$ cat src/sv/midi_note_tempo_scanner_defines.svh
// ----------------------------------------------------------------------------
// midi_note_tempo_scanner assertion macros
// Shared concurrent assertion forms for the note/tempo scanner.
// ----------------------------------------------------------------------------
`ifndef MIDI_NOTE_TEMPO_SCANNER_DEFINES_SVH
`define MIDI_NOTE_TEMPO_SCANNER_DEFINES_SVH

// same-cycle implication
`define MNTS_ASSERT_IMP(label, clk, rst, ante, cons) \
   label: assert property (@(posedge clk) disable iff (rst) (ante) |-> (cons)) \
      else $error("mnts assertion failed");

// next-cycle implication
`define MNTS_ASSERT_NXT(label, clk, rst, ante, cons) \
   label: assert property (@(posedge clk) disable iff (rst) (ante) |=> (cons)) \
      else $error("mnts assertion failed");

`endif

$ cat src/sv/mnts_pkg.sv
// ----------------------------------------------------------------------------
// mnts_pkg
// Types, constants and helper functions of the MIDI note/tempo scanner.
// ----------------------------------------------------------------------------
`default_nettype none

package mnts_pkg;

   localparam int BYTE_W      = 8;
   localparam int KIND_W      = 2;
   localparam int TONE_W      = 4;
   localparam int OCT_W       = 5;
   localparam int TEMPO_W     = 26;
   localparam int DIVISOR_W   = 24;
   localparam int WIN_DEPTH   = 5;
   localparam int FILL_W      = 3;
   localparam int SKIP_W      = 2;
   localparam int MAX_RESULTS = 4;
   localparam int RES_CNT_W   = 3;

   localparam logic [BYTE_W-1:0] BYTE_ZERO     = 8'h00;
   localparam logic [BYTE_W-1:0] BYTE_NOTE_ON  = 8'h90;
   localparam logic [BYTE_W-1:0] BYTE_META     = 8'hFF;
   localparam logic [BYTE_W-1:0] BYTE_NOTE_OFF = 8'h80;
   localparam logic [BYTE_W-1:0] BYTE_TEMPO    = 8'h51;
   localparam logic [BYTE_W-1:0] KEY_IDLE      = 8'h01;

   localparam logic [TEMPO_W-1:0] TEMPO_DIVIDEND = 26'd60000000;

   localparam int KEY_DIV   = 12;
   // ceil(2^11 / 12), exact for all 8-bit keys
   localparam int KEY_RECIP = 171;
   localparam int KEY_SHIFT = 11;

   localparam logic [KIND_W-1:0] KIND_NOTE       = 2'd0;
   localparam logic [KIND_W-1:0] KIND_TEMPO      = 2'd1;
   localparam logic [KIND_W-1:0] KIND_TEMPO_ZERO = 2'd2;

   typedef struct packed {
      logic load;        // take the accepted byte
      logic eval;        // run the event scanner on window head
      logic push_tempo;  // hand the tempo result to the result stage
      logic div_start;
      logic shift;       // advance the window by one position
      logic clear;       // return the stream state to reset values
      logic finish;      // release the held result as last of run
   } ctrl_cmd_type;

   typedef struct packed {
      logic                 eos;
      logic                 fill_full;
      logic                 fill_empty;
      logic                 fill_one;
      logic                 tempo_hit;
      logic                 div_zero;
      logic                 div_busy;
      logic                 div_done;
      logic                 push_ok;
      logic                 pend_valid;
      logic [RES_CNT_W-1:0] res_count;
   } dp_stat_type;

   function automatic logic [OCT_W-1:0] key_octave(input logic [BYTE_W-1:0] key);
      logic [15:0] prod;
      prod = 16'(key) * 16'(KEY_RECIP);
      return OCT_W'(prod >> KEY_SHIFT);
   endfunction

   function automatic logic [TONE_W-1:0] key_tone(input logic [BYTE_W-1:0] key);
      logic [BYTE_W-1:0] base;
      base = BYTE_W'(BYTE_W'(key_octave(key)) * BYTE_W'(KEY_DIV));
      return TONE_W'(key - base);
   endfunction

endpackage

`default_nettype wire

$ cat src/sv/mnts_if.sv
// ----------------------------------------------------------------------------
// mnts_req_if / mnts_rsp_if
// Valid/ready channels for stream bytes and scanner results.
// ----------------------------------------------------------------------------
`default_nettype none

interface mnts_req_if;
   logic                         valid;
   logic                         ready;
   logic [mnts_pkg::BYTE_W-1:0]  data_byte;
   logic                         end_of_stream;

   modport source (output valid, data_byte, end_of_stream, input ready);
   modport sink   (input valid, data_byte, end_of_stream, output ready);
endinterface

interface mnts_rsp_if;
   logic                         valid;
   logic                         ready;
   logic [mnts_pkg::KIND_W-1:0]  result_kind;
   logic [mnts_pkg::TONE_W-1:0]  tone;
   logic [mnts_pkg::OCT_W-1:0]   octave;
   logic [mnts_pkg::TEMPO_W-1:0] tempo_bpm;
   logic                         last_of_run;

   modport source (output valid, result_kind, tone, octave, tempo_bpm, last_of_run,
                   input ready);
   modport sink   (input valid, result_kind, tone, octave, tempo_bpm, last_of_run,
                   output ready);
endinterface

`default_nettype wire

$ cat src/sv/mnts_div.sv
// ----------------------------------------------------------------------------
// mnts_div
// Restoring divider: 60000000 / divisor, one quotient bit per cycle.
// ----------------------------------------------------------------------------
`default_nettype none

module mnts_div (
   input  wire logic                             clock,
   input  wire logic                             reset,
   input  wire logic                             start,
   input  wire logic [mnts_pkg::DIVISOR_W-1:0]   divisor,
   output logic      [mnts_pkg::TEMPO_W-1:0]     quotient,
   output logic                                  busy,
   output logic                                  done
);

   localparam int STEP_W = $clog2(mnts_pkg::TEMPO_W);

   logic [mnts_pkg::DIVISOR_W-1:0] dvs_ff, dvs_in;
   logic [mnts_pkg::DIVISOR_W-1:0] rem_ff, rem_in;
   logic [mnts_pkg::TEMPO_W-1:0]   quo_ff, quo_in;
   logic [STEP_W-1:0]              step_ff, step_in;
   logic                           busy_ff, busy_in;
   logic                           done_ff, done_in;
   logic [mnts_pkg::DIVISOR_W:0]   trial;
   logic                           fits;

   // partial remainder stays below the divisor, so the shifted value fits
   assign trial = {rem_ff, mnts_pkg::TEMPO_DIVIDEND[step_ff]};
   assign fits  = trial >= {1'b0, dvs_ff};

   always_comb begin
      dvs_in  = dvs_ff;
      rem_in  = rem_ff;
      quo_in  = quo_ff;
      step_in = step_ff;
      busy_in = busy_ff;
      done_in = done_ff;
      if (start) begin
         dvs_in  = divisor;
         rem_in  = '0;
         quo_in  = '0;
         step_in = STEP_W'(mnts_pkg::TEMPO_W - 1);
         busy_in = 1'b1;
         done_in = 1'b0;
      end else if (busy_ff) begin
         rem_in = fits ? mnts_pkg::DIVISOR_W'(trial - {1'b0, dvs_ff})
                       : mnts_pkg::DIVISOR_W'(trial);
         quo_in = {quo_ff[mnts_pkg::TEMPO_W-2:0], fits};
         if (step_ff == '0) begin
            busy_in = 1'b0;
            done_in = 1'b1;
         end else begin
            step_in = step_ff - 1'b1;
         end
      end
   end

   always_ff @(posedge clock) begin
      if (reset) begin
         busy_ff <= 1'b0;
         done_ff <= 1'b0;
      end else begin
         busy_ff <= busy_in;
         done_ff <= done_in;
      end
      dvs_ff  <= dvs_in;
      rem_ff  <= rem_in;
      quo_ff  <= quo_in;
      step_ff <= step_in;
   end

   assign quotient = quo_ff;
   assign busy     = busy_ff;
   assign done     = done_ff;

endmodule

`default_nettype wire

$ cat src/sv/mnts_dp.sv
// ----------------------------------------------------------------------------
// mnts_dp
// Byte window, event scanner state, tempo divider and result staging.
// ----------------------------------------------------------------------------
`default_nettype none

module mnts_dp #(
   parameter int MAX_STREAM_BYTES = 1024
) (
   input  wire logic                          clock,
   input  wire logic                          reset,
   input  wire logic [mnts_pkg::BYTE_W-1:0]   req_data_byte,
   input  wire logic                          req_end_of_stream,
   input  wire mnts_pkg::ctrl_cmd_type        cmd,
   output mnts_pkg::dp_stat_type              stat,
   mnts_rsp_if.source                         rsp_bus
);

   localparam int CNT_W = $clog2(MAX_STREAM_BYTES + 1);
   localparam int WIN   = mnts_pkg::WIN_DEPTH;
   localparam logic [mnts_pkg::SKIP_W-1:0] SKIP_HEADER = 2'd3;
   localparam logic [mnts_pkg::SKIP_W-1:0] SKIP_OFF    = 2'd2;

   logic [mnts_pkg::BYTE_W-1:0]    win_ff [WIN];
   logic [mnts_pkg::BYTE_W-1:0]    win_in [WIN];
   logic [mnts_pkg::FILL_W-1:0]    fill_ff, fill_in;
   logic [CNT_W-1:0]               cnt_ff, cnt_in;
   logic [mnts_pkg::SKIP_W-1:0]    skip_ff, skip_in;
   logic [mnts_pkg::BYTE_W-1:0]    key_ff, key_in;
   logic                           eos_ff, eos_in;

   logic                           meta_hit, note_hit, off_hit, tempo_hit;
   logic [mnts_pkg::DIVISOR_W-1:0] divisor;
   logic [mnts_pkg::TEMPO_W-1:0]   quotient;
   logic                           div_busy, div_done;

   // held result and output register
   logic                           pend_valid_ff, pend_valid_in;
   logic [mnts_pkg::KIND_W-1:0]    pend_kind_ff, pend_kind_in;
   logic [mnts_pkg::TONE_W-1:0]    pend_tone_ff, pend_tone_in;
   logic [mnts_pkg::OCT_W-1:0]     pend_oct_ff, pend_oct_in;
   logic [mnts_pkg::TEMPO_W-1:0]   pend_tempo_ff, pend_tempo_in;
   logic                           out_valid_ff, out_valid_in;
   logic [mnts_pkg::KIND_W-1:0]    out_kind_ff, out_kind_in;
   logic [mnts_pkg::TONE_W-1:0]    out_tone_ff, out_tone_in;
   logic [mnts_pkg::OCT_W-1:0]     out_oct_ff, out_oct_in;
   logic [mnts_pkg::TEMPO_W-1:0]   out_tempo_ff, out_tempo_in;
   logic                           out_last_ff, out_last_in;
   logic [mnts_pkg::RES_CNT_W-1:0] res_cnt_ff, res_cnt_in;

   logic                           push_any, out_free;
   logic [mnts_pkg::KIND_W-1:0]    new_kind;
   logic [mnts_pkg::TONE_W-1:0]    new_tone;
   logic [mnts_pkg::OCT_W-1:0]     new_oct;
   logic [mnts_pkg::TEMPO_W-1:0]   new_tempo;

   // event scanner matches at window head; fill is the count of bytes present
   assign meta_hit  = (win_ff[0] == mnts_pkg::BYTE_ZERO) && (fill_ff >= 3'd2)
                      && (win_ff[1] == mnts_pkg::BYTE_META);
   assign note_hit  = (skip_ff == '0) && !meta_hit
                      && (win_ff[0] == mnts_pkg::BYTE_ZERO) && (fill_ff >= 3'd3)
                      && (win_ff[1] == mnts_pkg::BYTE_NOTE_ON);
   assign off_hit   = (win_ff[0] == mnts_pkg::BYTE_NOTE_OFF) && (fill_ff >= 3'd2)
                      && (win_ff[1] == key_ff);
   assign tempo_hit = (win_ff[0] == mnts_pkg::BYTE_TEMPO)
                      && (fill_ff == mnts_pkg::FILL_W'(WIN));
   assign divisor   = {win_ff[2], win_ff[3], win_ff[4]};

   mnts_div u_div (
      .clock    (clock),
      .reset    (reset),
      .start    (cmd.div_start),
      .divisor  (divisor),
      .quotient (quotient),
      .busy     (div_busy),
      .done     (div_done)
   );

   always_comb begin
      win_in  = win_ff;
      fill_in = fill_ff;
      cnt_in  = cnt_ff;
      skip_in = skip_ff;
      key_in  = key_ff;
      eos_in  = eos_ff;
      if (cmd.load) begin
         eos_in = req_end_of_stream;
         if ((cnt_ff < CNT_W'(MAX_STREAM_BYTES)) && (fill_ff < mnts_pkg::FILL_W'(WIN))) begin
            win_in[fill_ff] = req_data_byte;
            fill_in         = fill_ff + 1'b1;
            cnt_in          = cnt_ff + 1'b1;
         end
      end
      if (cmd.eval) begin
         if (skip_ff != '0) begin
            skip_in = skip_ff - 1'b1;
         end else if (meta_hit) begin
            skip_in = SKIP_HEADER;
         end else if (note_hit) begin
            skip_in = SKIP_HEADER;
            key_in  = win_ff[2];
         end else if (off_hit) begin
            skip_in = SKIP_OFF;
            key_in  = mnts_pkg::KEY_IDLE;
         end
      end
      if (cmd.shift) begin
         for (int i = 0; i < WIN - 1; i++) begin
            win_in[i] = win_ff[i+1];
         end
         win_in[WIN-1] = '0;
         fill_in       = fill_ff - 1'b1;
      end
      if (cmd.clear) begin
         for (int i = 0; i < WIN; i++) begin
            win_in[i] = '0;
         end
         fill_in = '0;
         cnt_in  = '0;
         skip_in = '0;
         key_in  = mnts_pkg::KEY_IDLE;
      end
   end

   assign out_free = !out_valid_ff || rsp_bus.ready;
   assign push_any = (cmd.eval && note_hit) || cmd.push_tempo;

   always_comb begin
      if (cmd.push_tempo) begin
         new_kind  = (divisor == '0) ? mnts_pkg::KIND_TEMPO_ZERO : mnts_pkg::KIND_TEMPO;
         new_tone  = '0;
         new_oct   = '0;
         new_tempo = (divisor == '0) ? '0 : quotient;
      end else begin
         new_kind  = mnts_pkg::KIND_NOTE;
         new_tone  = mnts_pkg::key_tone(win_ff[2]);
         new_oct   = mnts_pkg::key_octave(win_ff[2]);
         new_tempo = '0;
      end
   end

   // one result is held back so the final one of a run can be marked last
   always_comb begin
      pend_valid_in = pend_valid_ff;
      pend_kind_in  = pend_kind_ff;
      pend_tone_in  = pend_tone_ff;
      pend_oct_in   = pend_oct_ff;
      pend_tempo_in = pend_tempo_ff;
      out_valid_in  = out_valid_ff && !rsp_bus.ready;
      out_kind_in   = out_kind_ff;
      out_tone_in   = out_tone_ff;
      out_oct_in    = out_oct_ff;
      out_tempo_in  = out_tempo_ff;
      out_last_in   = out_last_ff;
      res_cnt_in    = res_cnt_ff;
      if (cmd.load) begin
         res_cnt_in = '0;
      end
      if ((push_any && (res_cnt_ff < mnts_pkg::RES_CNT_W'(mnts_pkg::MAX_RESULTS)))
          || (cmd.finish && pend_valid_ff)) begin
         if (pend_valid_ff) begin
            out_valid_in = 1'b1;
            out_kind_in  = pend_kind_ff;
            out_tone_in  = pend_tone_ff;
            out_oct_in   = pend_oct_ff;
            out_tempo_in = pend_tempo_ff;
            out_last_in  = cmd.finish;
         end
         if (cmd.finish) begin
            pend_valid_in = 1'b0;
         end else begin
            pend_valid_in = 1'b1;
            pend_kind_in  = new_kind;
            pend_tone_in  = new_tone;
            pend_oct_in   = new_oct;
            pend_tempo_in = new_tempo;
            res_cnt_in    = res_cnt_ff + 1'b1;
         end
      end
   end

   always_ff @(posedge clock) begin
      if (reset) begin
         for (int i = 0; i < WIN; i++) begin
            win_ff[i] <= '0;
         end
         fill_ff       <= '0;
         cnt_ff        <= '0;
         skip_ff       <= '0;
         key_ff        <= mnts_pkg::KEY_IDLE;
         eos_ff        <= 1'b0;
         pend_valid_ff <= 1'b0;
         out_valid_ff  <= 1'b0;
         res_cnt_ff    <= '0;
      end else begin
         win_ff        <= win_in;
         fill_ff       <= fill_in;
         cnt_ff        <= cnt_in;
         skip_ff       <= skip_in;
         key_ff        <= key_in;
         eos_ff        <= eos_in;
         pend_valid_ff <= pend_valid_in;
         out_valid_ff  <= out_valid_in;
         res_cnt_ff    <= res_cnt_in;
      end
      pend_kind_ff  <= pend_kind_in;
      pend_tone_ff  <= pend_tone_in;
      pend_oct_ff   <= pend_oct_in;
      pend_tempo_ff <= pend_tempo_in;
      out_kind_ff   <= out_kind_in;
      out_tone_ff   <= out_tone_in;
      out_oct_ff    <= out_oct_in;
      out_tempo_ff  <= out_tempo_in;
      out_last_ff   <= out_last_in;
   end

   assign rsp_bus.valid       = out_valid_ff;
   assign rsp_bus.result_kind = out_kind_ff;
   assign rsp_bus.tone        = out_tone_ff;
   assign rsp_bus.octave      = out_oct_ff;
   assign rsp_bus.tempo_bpm   = out_tempo_ff;
   assign rsp_bus.last_of_run = out_last_ff;

   assign stat.eos        = eos_ff;
   assign stat.fill_full  = (fill_ff == mnts_pkg::FILL_W'(WIN));
   assign stat.fill_empty = (fill_ff == '0);
   assign stat.fill_one   = (fill_ff == 3'd1);
   assign stat.tempo_hit  = tempo_hit;
   assign stat.div_zero   = (divisor == '0);
   assign stat.div_busy   = div_busy;
   assign stat.div_done   = div_done;
   assign stat.push_ok    = !pend_valid_ff || out_free;
   assign stat.pend_valid = pend_valid_ff;
   assign stat.res_count  = res_cnt_ff;

endmodule

`default_nettype wire

$ cat src/sv/mnts_ctrl.sv
// ----------------------------------------------------------------------------
// mnts_ctrl
// Sequencer: takes a byte, walks the window positions, launches divisions.
// ----------------------------------------------------------------------------
`default_nettype none

module mnts_ctrl (
   input  wire logic                     clock,
   input  wire logic                     reset,
   input  wire logic                     req_valid,
   output logic                          req_ready,
   input  wire mnts_pkg::dp_stat_type    stat,
   output mnts_pkg::ctrl_cmd_type        cmd
);

   typedef enum logic [2:0] {
      ST_IDLE,
      ST_DECIDE,
      ST_EVAL,
      ST_TEMPO,
      ST_DIV,
      ST_NEXT,
      ST_FINISH
   } state_type;

   state_type state_ff, state_in;
   logic      ready_ff, ready_in;

   always_comb begin
      state_in = state_ff;
      cmd      = '0;
      case (state_ff)
         ST_IDLE: begin
            if (req_valid && ready_ff) begin
               cmd.load = 1'b1;
               state_in = ST_DECIDE;
            end
         end
         ST_DECIDE: begin
            if (stat.eos) begin
               if (stat.fill_empty) begin
                  cmd.clear = 1'b1;
                  state_in  = ST_FINISH;
               end else begin
                  state_in = ST_EVAL;
               end
            end else if (stat.fill_full) begin
               state_in = ST_EVAL;
            end else begin
               state_in = ST_FINISH;
            end
         end
         ST_EVAL: begin
            if (stat.push_ok) begin
               cmd.eval = 1'b1;
               state_in = ST_TEMPO;
            end
         end
         ST_TEMPO: begin
            if (!stat.tempo_hit) begin
               state_in = ST_NEXT;
            end else if (stat.div_zero) begin
               if (stat.push_ok) begin
                  cmd.push_tempo = 1'b1;
                  state_in       = ST_NEXT;
               end
            end else begin
               cmd.div_start = 1'b1;
               state_in      = ST_DIV;
            end
         end
         ST_DIV: begin
            if (stat.div_done && stat.push_ok) begin
               cmd.push_tempo = 1'b1;
               state_in       = ST_NEXT;
            end
         end
         ST_NEXT: begin
            // a flush walks every remaining position; a normal byte only the head
            if (stat.eos) begin
               if (stat.fill_one) begin
                  cmd.clear = 1'b1;
                  state_in  = ST_FINISH;
               end else begin
                  cmd.shift = 1'b1;
                  state_in  = ST_EVAL;
               end
            end else begin
               cmd.shift = 1'b1;
               state_in  = ST_FINISH;
            end
         end
         ST_FINISH: begin
            if (stat.push_ok) begin
               cmd.finish = 1'b1;
               state_in   = ST_IDLE;
            end
         end
         default: begin
            state_in = ST_IDLE;
         end
      endcase
   end

   assign ready_in = (state_in == ST_IDLE);

   always_ff @(posedge clock) begin
      if (reset) begin
         state_ff <= ST_IDLE;
         ready_ff <= 1'b1;
      end else begin
         state_ff <= state_in;
         ready_ff <= ready_in;
      end
   end

   assign req_ready = ready_ff;

endmodule

`default_nettype wire

$ cat src/sv/midi_note_tempo_scanner.sv
// A byte is accepted only in idle. While the window fills, nothing is evaluated;
// once it is full, each byte evaluates the head position, and a tempo event with
// nonzero divisor runs a division, one quotient bit per cycle. An end-of-stream
// byte evaluates every position left in the window. A result is shown once the
// next result or the end of its run is known; a full result stage stalls.
// Synchronous reset clears the window, sequencer state and valid flags.
// ----------------------------------------------------------------------------
// midi_note_tempo_scanner
// Scans a MIDI byte stream for note-on events and tempo meta events.
// ----------------------------------------------------------------------------
`default_nettype none

`include "midi_note_tempo_scanner_defines.svh"

module midi_note_tempo_scanner #(
   parameter int MAX_STREAM_BYTES = 1024
) (
   input  wire logic     clock,
   input  wire logic     reset,
   mnts_req_if.sink      req_bus,
   mnts_rsp_if.source    rsp_bus
);

   mnts_pkg::ctrl_cmd_type ctrl_cmd;
   mnts_pkg::dp_stat_type  dp_stat;
   logic                   ctrl_ready;

   mnts_ctrl u_ctrl (
      .clock     (clock),
      .reset     (reset),
      .req_valid (req_bus.valid),
      .req_ready (ctrl_ready),
      .stat      (dp_stat),
      .cmd       (ctrl_cmd)
   );

   mnts_dp #(
      .MAX_STREAM_BYTES (MAX_STREAM_BYTES)
   ) u_dp (
      .clock             (clock),
      .reset             (reset),
      .req_data_byte     (req_bus.data_byte),
      .req_end_of_stream (req_bus.end_of_stream),
      .cmd               (ctrl_cmd),
      .stat              (dp_stat),
      .rsp_bus           (rsp_bus)
   );

   assign req_bus.ready = ctrl_ready;

   `MNTS_ASSERT_IMP(a_accept_nothing_held, clock, reset, req_bus.valid && req_bus.ready, !dp_stat.pend_valid)
   `MNTS_ASSERT_IMP(a_div_start_idle, clock, reset, ctrl_cmd.div_start, !dp_stat.div_busy)
   `MNTS_ASSERT_IMP(a_result_cap, clock, reset, 1'b1, dp_stat.res_count <= 3'(mnts_pkg::MAX_RESULTS))
   `MNTS_ASSERT_NXT(a_finish_releases, clock, reset, ctrl_cmd.finish, !dp_stat.pend_valid)

endmodule

`default_nettype wire
$ cat src/flat_wrapper.sv
// flat-port wrapper written by rule: the top's interface ports become plain ports
module midi_note_tempo_scanner_flat 
#(
   parameter int MAX_STREAM_BYTES = 1024
)
  (clock, reset, req_bus_valid, req_bus_data_byte, req_bus_end_of_stream, req_bus_ready, rsp_bus_valid, rsp_bus_result_kind, rsp_bus_tone, rsp_bus_octave, rsp_bus_tempo_bpm, rsp_bus_last_of_run, rsp_bus_ready);
  mnts_req_if req_bus_i ();
  mnts_rsp_if rsp_bus_i ();
  input  wire logic clock;
  input  wire logic reset;
  input wire logic [$bits(req_bus_i.valid)-1:0] req_bus_valid;
  input wire logic [$bits(req_bus_i.data_byte)-1:0] req_bus_data_byte;
  input wire logic [$bits(req_bus_i.end_of_stream)-1:0] req_bus_end_of_stream;
  output wire logic [$bits(req_bus_i.ready)-1:0] req_bus_ready;
  output wire logic [$bits(rsp_bus_i.valid)-1:0] rsp_bus_valid;
  output wire logic [$bits(rsp_bus_i.result_kind)-1:0] rsp_bus_result_kind;
  output wire logic [$bits(rsp_bus_i.tone)-1:0] rsp_bus_tone;
  output wire logic [$bits(rsp_bus_i.octave)-1:0] rsp_bus_octave;
  output wire logic [$bits(rsp_bus_i.tempo_bpm)-1:0] rsp_bus_tempo_bpm;
  output wire logic [$bits(rsp_bus_i.last_of_run)-1:0] rsp_bus_last_of_run;
  input wire logic [$bits(rsp_bus_i.ready)-1:0] rsp_bus_ready;
  assign req_bus_i.valid = req_bus_valid;
  assign req_bus_i.data_byte = req_bus_data_byte;
  assign req_bus_i.end_of_stream = req_bus_end_of_stream;
  assign req_bus_ready = req_bus_i.ready;
  assign rsp_bus_valid = rsp_bus_i.valid;
  assign rsp_bus_result_kind = rsp_bus_i.result_kind;
  assign rsp_bus_tone = rsp_bus_i.tone;
  assign rsp_bus_octave = rsp_bus_i.octave;
  assign rsp_bus_tempo_bpm = rsp_bus_i.tempo_bpm;
  assign rsp_bus_last_of_run = rsp_bus_i.last_of_run;
  assign rsp_bus_i.ready = rsp_bus_ready;
  midi_note_tempo_scanner #(.MAX_STREAM_BYTES(MAX_STREAM_BYTES)) u_core (.clock(clock), .reset(reset), .req_bus(req_bus_i), .rsp_bus(rsp_bus_i));
endmodule
$ cat config.mk
export PLATFORM = sky130hd
export DESIGN_NAME = midi_note_tempo_scanner_flat
export DESIGN_NICKNAME = d
export VERILOG_FILES = /design/src/sv/mnts_pkg.sv /design/src/sv/mnts_if.sv /design/src/sv/mnts_div.sv /design/src/sv/mnts_dp.sv /design/src/sv/mnts_ctrl.sv /design/src/sv/midi_note_tempo_scanner.sv /design/src/flat_wrapper.sv
export VERILOG_INCLUDE_DIRS = /design/src /design/src/sv
export SDC_FILE = /design/constraint.sdc
export NUM_CORES = 1
export LEC_CHECK = 0
export ABC_AREA = 1
export BUFFER_PORTS_ARGS = -buffer_cell sky130_fd_sc_hd__clkbuf_2
export CAP_MARGIN = 30
export CORE_MARGIN = 10
export CORE_UTILIZATION = 55
export CTS_CLUSTER_DIAMETER = 60
export CTS_CLUSTER_SIZE = 25
export DETAILED_ROUTE_END_ITERATION = 6
export GPL_ROUTABILITY_DRIVEN = 0
export HOLD_SLACK_MARGIN = 0.03
export PLACE_DENSITY = 0.79
export SYNTH_ARGS = -nofsm -noshare
export SYNTH_HDL_FRONTEND = slang
export SYNTH_HIERARCHICAL = 1
export SYNTH_SLANG_ARGS = --single-unit
$ cat constraint.sdc
create_clock -name clock -period 4 [get_ports clock]
set_clock_uncertainty 0.2 [all_clocks]
set_input_delay 0.6 -clock clock [delete_from_list [all_inputs] [get_ports clock]]
set_output_delay 0.6 -clock clock [all_outputs]
set_load 0.03 [all_outputs]
==> results of run 1 <==
what timing repair did:
item | CTS | global route
gates resized for setup | 8 | 19
endpoints found under the setup margin | 2 | 2
setup buffers | 10 | 0
pin swaps | 14 | 2
layout make-up:
type / instances / area [µm²] / share of cell area
Multi-Input combinational cell: 1055 / 6070 / 0.419
Sequential cell: 231 / 5620 / 0.388
Inverter: 307 / 1160 / 0.0798
Timing Repair Buffer: 89 / 563 / 0.0388
Clock buffer: 19 / 475 / 0.0328
Tap cell: 319 / 399 / 0.0275
Clock inverter: 14 / 215 / 0.0148
placed cells by master (no fill, tap or decap), types with 6 or more instances in the layout:
cell / count
xor2_1: 16
nor3_2: 8
dfxtp_1: 130
nand3_1: 73
nand3_2: 13
o21ai_1: 18
a31oi_1: 17
edfxtp_1: 99
nor2_4: 9
inv_1: 287
nand2_2: 18
clkbuf_2: 52
ha_1: 77
nand4_1: 28
nor2_2: 16
clkbuf_16: 19
nand2_1: 334
buf_4: 35
nor2_1: 187
inv_2: 15
nor3_1: 6
o21ai_0: 60
fa_1: 13
a21oi_1: 91
final timing paths:
check / cells after the start / endpoint / slack (ns) / start
max: 19 / u_core/u_dp/pend_tone_ff[3] / -0.21 / u_core/u_dp/divisor[19]
min: 3 / u_core/u_dp/eos_ff / 0.10 / req_bus_end_of_stream
max reg2reg: 19 / u_core/u_dp/pend_tone_ff[3] / -0.21 / u_core/u_dp/divisor[19]
min reg2reg: 0 / u_core/u_dp/rsp_bus.result_kind[0] / 0.22 / u_core/u_dp/pend_kind_ff[0]
worst reg2reg max path, stage by stage, from the launching register on:
cell and delay (ns):
dfxtp_2 0.35, ha_4 0.28, fa_1 0.43, fa_1 0.52
inv_1 0.06, fa_1 0.51, inv_2 0.05, ha_4 0.21
a21o_1 0.20, a21oi_4 0.18, nand2_2 0.10, nand2_2 0.10
nand2_2 0.07, ha_4 0.19, xnor2_4 0.18, inv_2 0.06
nand3_2 0.08, nand3_1 0.07, nand2_1 0.07, nor2_1 0.05
through the flow:
| stage | utilization | cell area [µm²] | power [µW] | TNS [ns] | hold slack (ns) |
|---|---|---|---|---|---|
| after floorplan | - | 12900 | 3740 | -0.200 | 0.200 |
| after global placement | 0.585 | 13600 | 3990 | -0.209 | 0.201 |
| after detailed placement | 0.585 | 13600 | 4030 | -0.370 | 0.205 |
| after CTS | 0.620 | 14400 | 6090 | -0.0676 | 0.0877 |
| after global routing | 0.623 | 14500 | 6410 | -0.381 | 0.113 |
| final | 0.623 | 14500 | 6080 | -0.206 | 0.101 |
registers in the layout, summed over array words and instances, names as in the netlist, 5 cells and up:
register,cells
u_core/u_dp/u_div/quotient,26
u_core/u_dp/u_div/dvs_ff,24
u_core/u_dp/u_div/rem_ff,24
u_core/u_dp/u_div/step_ff,5
u_core/u_dp/win_ff,16
u_core/u_dp/divisor,24
u_core/u_dp/cnt_ff,11
u_core/u_dp/rsp_bus.octave,5
u_core/u_dp/rsp_bus.tempo_bpm,26
u_core/u_dp/key_ff,8
u_core/u_dp/pend_oct_ff,5
u_core/u_dp/pend_tempo_ff,26
routing by layer:
metal	vias to the layer above	part of all wire	wire length, µm	GRT usage
li1	5376	-	-	-
met1	4951	0.42	12400	0.232
met2	317	0.50	14800	0.334
met3	84	0.056	1660	0.0264
met4	0	0.028	817	0.0708
met5	-	0	0	0
power by group through the flow:
stage / clock [µW] / combinational [µW] / sequential, µW
after floorplan: 0 / 980 / 2760
after global placement: 0 / 1210 / 2780
after detailed placement: 0 / 1250 / 2790
after CTS: 2090 / 1260 / 2740
after global routing: 2180 / 1460 / 2760
final: 2040 / 1300 / 2740
==> qor.txt, run 1 <==
Yosys warning total = 6
DIE AREA = 0.0300 mm²
Largest stage delay, worst path = 0.52 ns
Reg clk slew, reported paths = 0.09 ns
hold_buf cts = 0
DR iter-0 viols = 804
critical path class = flop to flop
CP max-delay cell = fa_1
first-pass GRT wire length = 48800 µm
vias in the first global route = 10211
grt ovf = 0
mapped cell area = 0.0129 mm²
Hold/Removal Path Class = input port to flop
Core Area = 0.0233 mm²
Die Height = 173 µm
H-tree depth = 1
clock sink total = 231
overall global routing resource usage = 0.190
failing checks = negative setup slack
port bufs = 52
maximum fanout along the worst path = 3
Filler Cell Count = 1992
CTS Buf Count = 19
Placement Rows = 56
Synth Instances = 1635
DRT antenna net count = 0
layout overhead on the synthesized area = 12.2%
Switching Fraction = 0.333
Die X = 173 µm
Power Internal = 4050 µW
status = finished, violations left
critical-path cell list = ha_4, fa_1, fa_1, inv_1, fa_1, inv_2, ha_4, a21o_1, a21oi_4, nand2_2, nand2_2, nand2_2, ha_4, xnor2_4, inv_2, nand3_2, nand3_1, nand2_1, nor2_1
minimum clock period after layout = 4.21 ns
Static Leak = 0.00704 µW
final setup margin = -0.206 ns
first-pass iteration count of the detailed router = 5
Flop pwr share = 0.451
# DRC = 0
dpl cells = 1991
initial antenna violation count = 0
clock network power share = 0.336
Worst Path Buf+Inv = 3
share of layout cells above drive strength 1 = 0.134
dpl hpwl = 20400 µm
pre-CTS WS = -0.370 ns
Skew-Pair Late Insertion Delay = 0.52 ns
power density cells = 419 mW/mm²
Final Hold Fails = 0
largest net degree at the start of global routing = 55
CP required = 4.08 ns
Comb pwr share = 0.214
unrepaired setup endpoints after global routing = yes
clock tree buffer depth = 3
crit end category = flop
Worst slew margin = 0.592
CTS tree = built
routed vias = 10728
I/O pins = 53
final setup violation count = 1
diode count = 0
Final Cycle Share = 1.05
Top delay family on crit path = adder cells
Achievable Freq = 0.238 GHz
vias per std cell = 5.27
VDD IR-drop max = 0.530 mV
Max-Cap Viols = 0
net count after synthesis = 1742
CP arrival = 4.28 ns
Tightest Pin Transition = 0.612 ns
Net Switching = 2020 µW
fin nets = 1810
drt total wl = 29700 µm
post-synthesis average cell area = 7.90 µm²
Starting Density = 0.555
root buffer cell = clkbuf_16
Setup crit start kind = flop
wire length per cell = 14.6 µm
filler-free cell count of the finished design = 2034
Slew Limit Fails = 0
No activity file was read; power rests on OpenSTA's default activity.
==> run 2, diff against run 1 <==
CORE_UTILIZATION = 45   (was 55)
PLACE_DENSITY = 0.68   (was 0.79)
==> run 2 against run 1 <==
Compared with the run above:
- the flow still finishes with violations (negative setup slack)
- critical path depth stayed put
- first-iteration DRC count decreased by 25%
- total power increased by 4.2%
- combinational power about the same
- sequential cell count unchanged
- die area rose by 20%
- largest power group unchanged
==> qor.txt, run 2 (synthesis results as in run 1) <==
final setup violation count = 1
commonest non-fill, non-tap cells in the layout = nand2_1, inv_1, nor2_1
Setup crit start kind = flop
Final Hold Fails = 0
Layout Utilization = 0.520
first-pass GRT wire length = 49000 µm
status = finished, violations left
Filler Cell Count = 2716
port bufs = 52
Placement Rows = 61
maximum fanout along the worst path = 3
CTS tree = built
grt ovf = 0
commonest non-fill, non-tap cell in the layout = nand2_1
routed vias = 10333
Max-Cap Viols = 0
final setup margin = -0.0670 ns
share of layout cells above drive strength 1 = 0.129
clock sink total = 231
Tightest Pin Transition = 0.627 ns
H-tree depth = 1
CTS Buf Count = 22
Final Cycle Share = 1.02
first-pass iteration count of the detailed router = 5
critical path class = flop to flop
M1 wire length = 13000 µm
WL met3 = 1210 µm
# DRC = 0
critical-path cell list = ha_4, fa_1, fa_1, inv_1, fa_1, inv_2, ha_4, buf_4, nand2_1, nor2_2, nand2_2, nand2_1, nand2_1, nand2_1, ha_2, xnor2_2, nand3_1, a21oi_2, nor2_1
overall global routing resource usage = 0.161
vias in the first global route = 10142
area of the multi-input gates = 0.00600 mm²
Largest stage delay, worst path = 0.49 ns
Skew-Pair Late Insertion Delay = 0.53 ns
Static Leak = 0.00705 µW
initial antenna violation count = 0
Hold/Removal Path Class = input port to flop
I/O pins = 53
Starting Density = 0.460
Top cell by count, worst path = nand2_1
failing checks = negative setup slack
Core Area = 0.0281 mm²
filler-free cell count of the finished design = 2096
max layer used = met4
Die Height = 189 µm
CP max-delay cell = fa_1
DR iter-0 viols = 602
DIE AREA = 0.0359 mm²
largest net degree at the start of global routing = 55
dpl hpwl = 20500 µm
hold_buf cts = 0
drt total wl = 28800 µm
root buffer cell = clkbuf_16
Die X = 189 µm
Met2 Wirelength = 14000 µm
Reg area = 0.00562 mm²
power density cells = 434 mW/mm²
dpl cells = 2054
unrepaired setup endpoints after global routing = yes
CP required = 4.09 ns
vias per std cell = 4.93
clock tree buffer depth = 3
Reg clk slew, reported paths = 0.08 ns
fin nets = 1809
crit end category = flop
DRT antenna net count = 0
Achievable Freq = 0.246 GHz
Slew Limit Fails = 0
diode count = 0
Worst slew margin = 0.582
VDD IR-drop max = 0.353 mV
layout overhead on the synthesized area = 13.0%
minimum clock period after layout = 4.07 ns
wire length per cell = 13.7 µm
hold_ws = 0.0867 ns
CP arrival = 4.16 ns
==> run 2: worst paths after layout <==
path,slack (ns),endpoint,cells after the start,from
max,-0.07,u_core/u_dp/pend_tone_ff[3],19,u_core/u_dp/divisor[19]
min,0.09,u_core/u_dp/eos_ff,3,req_bus_end_of_stream
max reg2reg,-0.07,u_core/u_dp/pend_tone_ff[3],19,u_core/u_dp/divisor[19]
min reg2reg,0.22,u_core/u_dp/rsp_bus.result_kind[1],0,u_core/u_dp/pend_kind_ff[1]
==> run 2: per-layer routing <==
layer | global-route usage | vias up
met5 | 0 | -
met4 | 0.0391 | 0
met3 | 0.0222 | 35
met2 | 0.283 | 179
met1 | 0.202 | 4749
li1 | - | 5370
==> run 2: through the flow <==
stage | instance area (µm²) | setup WS (ns) | total power, µW | setup TNS (ns)
final | 14600 | -0.0670 | 6330 | -0.0670
after detailed placement | 13700 | -0.324 | 4060 | -0.324
after global placement | 13700 | -0.251 | 4030 | -0.251
after floorplan | 12900 | -0.200 | 3740 | -0.200
after CTS | 14600 | 0.000240 | 6380 | 0
after global routing | 14600 | -0.236 | 6690 | -0.236
==> run 2: timing repair <==
item	in CTS	in global routing
buffers inserted	2	0
pin swaps	10	2
gates resized for setup	7	5
gates cloned	0	0
setup endpoints to repair	1	1
==> run 2: area by class of cell <==
cell class / count / area share
Inverter: 307 / 0.0793
Tap cell: 378 / 0.0324
Clock buffer: 23 / 0.0380
Sequential cell: 231 / 0.385
Multi-Input combinational cell: 1055 / 0.411
Timing Repair Buffer: 85 / 0.0365
Clock inverter: 17 / 0.0184
==> run 2: power by group <==
part	internal, µW	total, µW	leakage [µW]	switching [µW]
registers	2600	2740	0.00205	145
clock network	1150	2300	0.000397	1150
logic	433	1290	0.00460	859
==> run 2: critical path: cells and delay by family (launching register included) <==
kind	cells	cell delay (ns)
AO/OA/AOI/OAI	1	0.17
XOR/XNOR	1	0.12
adder cells (fa/ha/maj)	6	2.11
buffers and inverters	3	0.20
flip-flops	1	0.34
AND/OR/NAND/NOR	8	0.69
